**src/sv/kti_ram.sv**
```systemverilog
// generic single-write, single-read ram with registered read data
module kti_ram #(
   parameter int WIDTH = 64,
   parameter int DEPTH = 64
) (
   input  logic                     clock,
   input  logic                     wr_en,
   input  logic [$clog2(DEPTH)-1:0] wr_addr,
   input  logic [WIDTH-1:0]         wr_data,
   input  logic [$clog2(DEPTH)-1:0] rd_addr,
   output logic [WIDTH-1:0]         rd_data
);

   logic [WIDTH-1:0] mem_ff [DEPTH];
   logic [WIDTH-1:0] rd_data_ff;

   always_ff @(posedge clock) begin
      if (wr_en) begin
         mem_ff[wr_addr] <= wr_data;
      end
      rd_data_ff <= mem_ff[rd_addr];
   end

   assign rd_data = rd_data_ff;

endmodule

```
**config.mk**
```make
export PLATFORM = sky130hd
export DESIGN_NAME = kti_ram
export DESIGN_NICKNAME = d
export VERILOG_FILES = /design/src/sv/kti_ram.sv
export SDC_FILE = /design/constraint.sdc
export NUM_CORES = 2
export LEC_CHECK = 0
export BUFFER_PORTS_ARGS = -buffer_cell sky130_fd_sc_hd__buf_2
export CORE_UTILIZATION = 55
export CTS_CLUSTER_DIAMETER = 40
export DETAILED_ROUTE_END_ITERATION = 6
export GPL_ROUTABILITY_DRIVEN = 0
export PLACE_DENSITY = 0.71
export SLEW_MARGIN = 10
export SYNTH_ARGS = -nofsm -noshare
export SYNTH_HDL_FRONTEND = slang
export SYNTH_SLANG_ARGS = --single-unit
```
**constraint.sdc**
```tcl
create_clock -name clock -period 9.7 [get_ports clock]
set_input_delay 0.485 -clock clock [delete_from_list [all_inputs] [get_ports clock]]
set_output_delay 0.485 -clock clock [all_outputs]
set_load 0.05 [all_outputs]
```
==> results summary <==
The number of pins exceeding their max-slew limit in the final report came to 0. The worst hold path stage count came out at 1. After detailed routing, the average wire length per cell comes to 38.0 µm. The initial antenna violation count came out at 29. The post-synthesis share of cell area spent on xor and xnor gates came out at 0.

The number of setup violations in the final report is 0. The largest area contributor in the synthesized netlist is sky130_fd_sc_hd__edfxtp_1. The compound-cell area share of the yosys netlist is 0.0248. The synthesis warning total is 0.

The share of synthesized cell area in and, or, nand and nor gates came out at 0.0124. In this run the most critical hold path is launched from wr_data[24]. The number of nets with antenna violations after detailed routing came out at 0.

The layout cell share with drive strength beyond 1 came out at 0.297. The worst slack at placement came out at 5.34 ns. The count of input and output buffers came out at 141. By area the synthesized netlist is led by sky130_fd_sc_hd__edfxtp_1, sky130_fd_sc_hd__mux4_2, sky130_fd_sc_hd__mux2i_1, sky130_fd_sc_hd__dfxtp_1, sky130_fd_sc_hd__a22oi_1.

The actual transition at the worst max-transition pin came out at 1.33 ns. The net count of the finished layout came out at about 7100. After layout, the minimum clock period comes to 3.41 ns.

Of all flip-flops after synthesis, the portion carrying an async set or reset was 0. The clock passes through at most 4 buffers. The area occupied by multi-input gates came out at 30800 µm². The number of distinct library cells after synthesis came out at 33. The share of power burned in the clock network is 0.456.

The min-delay analysis places its worst path in the category in -> reg. The cell area after technology mapping is roughly 160000 µm². The root buffer cell is sky130_fd_sc_hd__clkbuf_16. The initialized floorplan defines slightly below 200 standard-cell rows. The number of optimization iterations in the first detailed-route pass came out at 6. The smallest setup slack after layout came out at 6.29 ns. The I/O pin count came out at roughly 140. TritonCTS built the clock tree.

The H-tree generated during clock tree synthesis spans 5 levels. The filler cell count is 18100. Internal power comes to ~31 mW. The worst clock skew on the final layout came out at about 0.064 ns. Of the post-synthesis cell area, the dominant cell type holds 0.787.

The peak supply drop is 0.000226 V. The final worst-path cycle share came out at 0.351. The per-instance average area after synthesis came out at ~24 µm². After routing the design area is 179000 µm². The total wire length after detailed routing is 425000 µm. Counting flops and latches in the post-synthesis netlist gives 4160. The y dimension of the die came out at 535 µm. The max-cap violation count is 0. The via count of the first global-routing pass came out at 77200. For this run, design rule violations remaining after detail routing come to 0. After clock tree synthesis, the clock-pin slew on the worst setup and hold paths is around 0.060 ns.

The full die area is between 200000 and 300000 µm². The switching share of power came out at 0.215. The wire length of the first global-routing pass is slightly below 600000 µm.

The worst pin sits at a relative slew slack of 0.113. The number of synthesized flops with an enable pin came out at 4096. In this run the register-to-register setup slack is roughly 7.5 ns. The startpoint identified for the worst register-to-register timing path is mem_ff[11][63]$_DFFE_PP_. The proportion of power drawn by combinational gates is 0.045. The leakage power came out at 56.0 nW. Measured on the finished design, the core utilization comes to 0.632. At the worst endpoint, the required time is 10.53 ns. The dominant register cell in the synthesized netlist is sky130_fd_sc_hd__edfxtp_1. When the netlist entered floorplanning its net count stood at 6676. The sum of net half-perimeters after detailed placement is roughly 220000 µm.

The post-placement cell count is slightly above 10000. STA classifies the critical path startpoint as an input port. The worst hold path terminates at mem_ff[12][24]$_DFFE_PP_. Counting instances in the post-synthesis netlist gives the leading cell types as sky130_fd_sc_hd__edfxtp_1, sky130_fd_sc_hd__mux4_2, sky130_fd_sc_hd__buf_2. Relative to the synthesized area, the layout overhead comes to 14.2%. In this run the worst setup path begins at rd_addr[2]. The net switching power is 8.64 mW.

Setup total negative slack on the finished layout was measured at 0 ns. The number of vias per cell after detailed routing came out at 6.90. By area, the combinational part of the netlist is dominated by multiplexers.

The critical path endpoint category is a flip-flop. The core box area is 283000 µm². The number of CTS-inserted buffers came out at 463. In this run the horizontal extent of the chip is around 540 µm. The pin count of the biggest net entering global routing came out at 126.

The total routing usage reported by global routing is 0.298. At the later pin of the worst-skew pair, clock insertion delay measures 0.99 ns. The number of cells on the worst reg-to-reg path came out at 5. The timing-limited maximum frequency is 293 MHz.

The post-detailed-placement cell area came out at roughly 160000 µm². Of all nets on the critical path, the largest fanout is 72. Of the total synthesized cell area, the portion taken by full adders, half adders and majority gates is 0. Setup repair after global routing left no endpoint under its margin.

The sequential share of power is 0.499. The flow ran to the end, and the final reports show no timing, DRC or antenna violations. The combined flip-flop and latch cell area came out at 124000 µm². The mux share of post-synthesis cell area is 0.156.

The final hold violation count is 0. The initial standard-cell utilization of the core came out at 0.553. The via count is between 70000 and 80000. The sequential fraction of the synthesis area is 0.795. The capture instance of the worst register-to-register path is rd_data[63]$_DFF_P_. The cell with the most instances after synthesis is sky130_fd_sc_hd__edfxtp_1. Counting every sink on the clock net gives 4160. The worst setup path is of the in -> reg kind.

At the worst endpoint, the arrival time is 4.24 ns. The number of DRC violations after detailed-routing iteration 0 came out at ~11000. The total congestion overflow after global routing is 0. After the flow finishes, the layout carries non-filler instances totaling 11200.

The synthesized instance count is 6598. The total power divided by cell area came out at 225 nW/µm².
-- state kept, by name, indices dropped and copies added, names as in the netlist --
name / count
mem_ff: 4096
rd_data: 64
-- worst max path at each step --
stage,endpoint,slack (ns),cells past startpoint
detailed placement,rd_data[43]$_DFF_P_,5.34,7
global route,rd_data[43]$_DFF_P_,6.15,7
global placement,rd_data[5]$_DFF_P_,5.38,7
floorplan,mem_ff[48][0]$_DFFE_PP_,3.78,4
CTS,rd_data[43]$_DFF_P_,6.39,7
finish,rd_data[15]$_DFF_P_,6.29,7
-- what timing repair did --
item / CTS / global route
gates resized for setup: 0 / 0
setup endpoints to repair: 0 / 0
setup buffers: 0 / 0
hold endpoints to repair: 0 / 16
hold buffers: 0 / 1
-- area by class of cell --
cell class / instances / share of cell area
well taps: 3743 / 0.0262
multi-input cells: 2049 / 0.172
repair buffers: 333 / 0.0132
flip-flops and latches: 4160 / 0.696
inverters: 19 / 0.000400
clock inverters: 308 / 0.0225
diodes: 15 / 0.000210
clock buffers: 560 / 0.0688
-- kinds of logic (layout without fill, tap and decap cells) --
kind of cell | Yosys count | in the layout
DFF | 4160 | 4160
muxes | 1159 | 1159
AOI/OAI and AO/OA | 504 | 504
buffers and inverters | 389 | 1220
and+or+nand+nor | 386 | 386
other | 0 | 15
-- per-layer routing --
metal / vias up / global-route usage / routed length, µm
met4: 11 / 0.116 / 18700
li1: 29400 / - / -
met5: - / 0 / 104
met3: 967 / 0.0653 / 52100
met1: 41100 / 0.412 / 151000
met2: 5650 / 0.471 / 203000
-- critical path, stage by stage --
cell	delay, ns
sky130_fd_sc_hd__buf_8	0.21
sky130_fd_sc_hd__nor2_4	0.85
sky130_fd_sc_hd__buf_4	0.75
sky130_fd_sc_hd__buf_4	0.74
sky130_fd_sc_hd__a22oi_1	0.19
sky130_fd_sc_hd__and3_1	0.26
sky130_fd_sc_hd__a211oi_1	0.50
-- layout by cell type (no fill, tap or decap), types with 15 or more instances in the layout --
cell type	instances
sky130_fd_sc_hd__nand2_1	56
sky130_fd_sc_hd__nor2b_1	24
sky130_fd_sc_hd__clkinv_2	69
sky130_fd_sc_hd__a22oi_1	168
sky130_fd_sc_hd__clkinvlp_4	44
sky130_fd_sc_hd__mux2i_1	135
sky130_fd_sc_hd__edfxtp_1	4096
sky130_fd_sc_hd__a41oi_1	26
sky130_fd_sc_hd__or2_2	28
sky130_fd_sc_hd__clkinv_1	51
sky130_fd_sc_hd__dfxtp_1	64
sky130_fd_sc_hd__nor2_4	65
sky130_fd_sc_hd__buf_2	138
sky130_fd_sc_hd__clkinv_16	18
sky130_fd_sc_hd__buf_4	177
sky130_fd_sc_hd__bufinv_16	68
sky130_fd_sc_hd__clkbuf_8	24
sky130_fd_sc_hd__a22o_1	88
sky130_fd_sc_hd__or3_1	29
sky130_fd_sc_hd__o221ai_1	38
sky130_fd_sc_hd__clkinv_4	21
sky130_fd_sc_hd__inv_6	24
sky130_fd_sc_hd__mux4_2	1024
sky130_fd_sc_hd__inv_1	19
sky130_fd_sc_hd__a211oi_1	63
sky130_fd_sc_hd__a31oi_1	18
sky130_fd_sc_hd__clkbuf_16	467
sky130_fd_sc_hd__buf_12	15
sky130_fd_sc_hd__diode_2	15
sky130_fd_sc_hd__a2bb2oi_1	19
sky130_fd_sc_hd__clkbuf_1	69
sky130_fd_sc_hd__o22ai_1	83
sky130_fd_sc_hd__and3_1	64
sky130_fd_sc_hd__nand3_1	45
sky130_fd_sc_hd__nor2_1	47
-- power groups by stage --
stage	logic (mW)	registers (mW)	clock network [mW]
after floorplan	0.927	20.5	0
after global placement	1.75	20.4	0
after detailed placement	1.78	20.4	0
after CTS	1.79	20.0	18.4
after global routing	1.88	20.0	19.1
final	1.80	20.0	18.3
-- per-stage QoR --
stage | power, mW | hold WS, ns
after detailed placement | 22.2 | 0.843
after global routing | 41.0 | 0.217
after global placement | 22.1 | 0.829
after CTS | 40.2 | 0.158
final | 40.1 | 0.202
after floorplan | 21.4 | 0.584
Power figures use the tool's default switching activity.
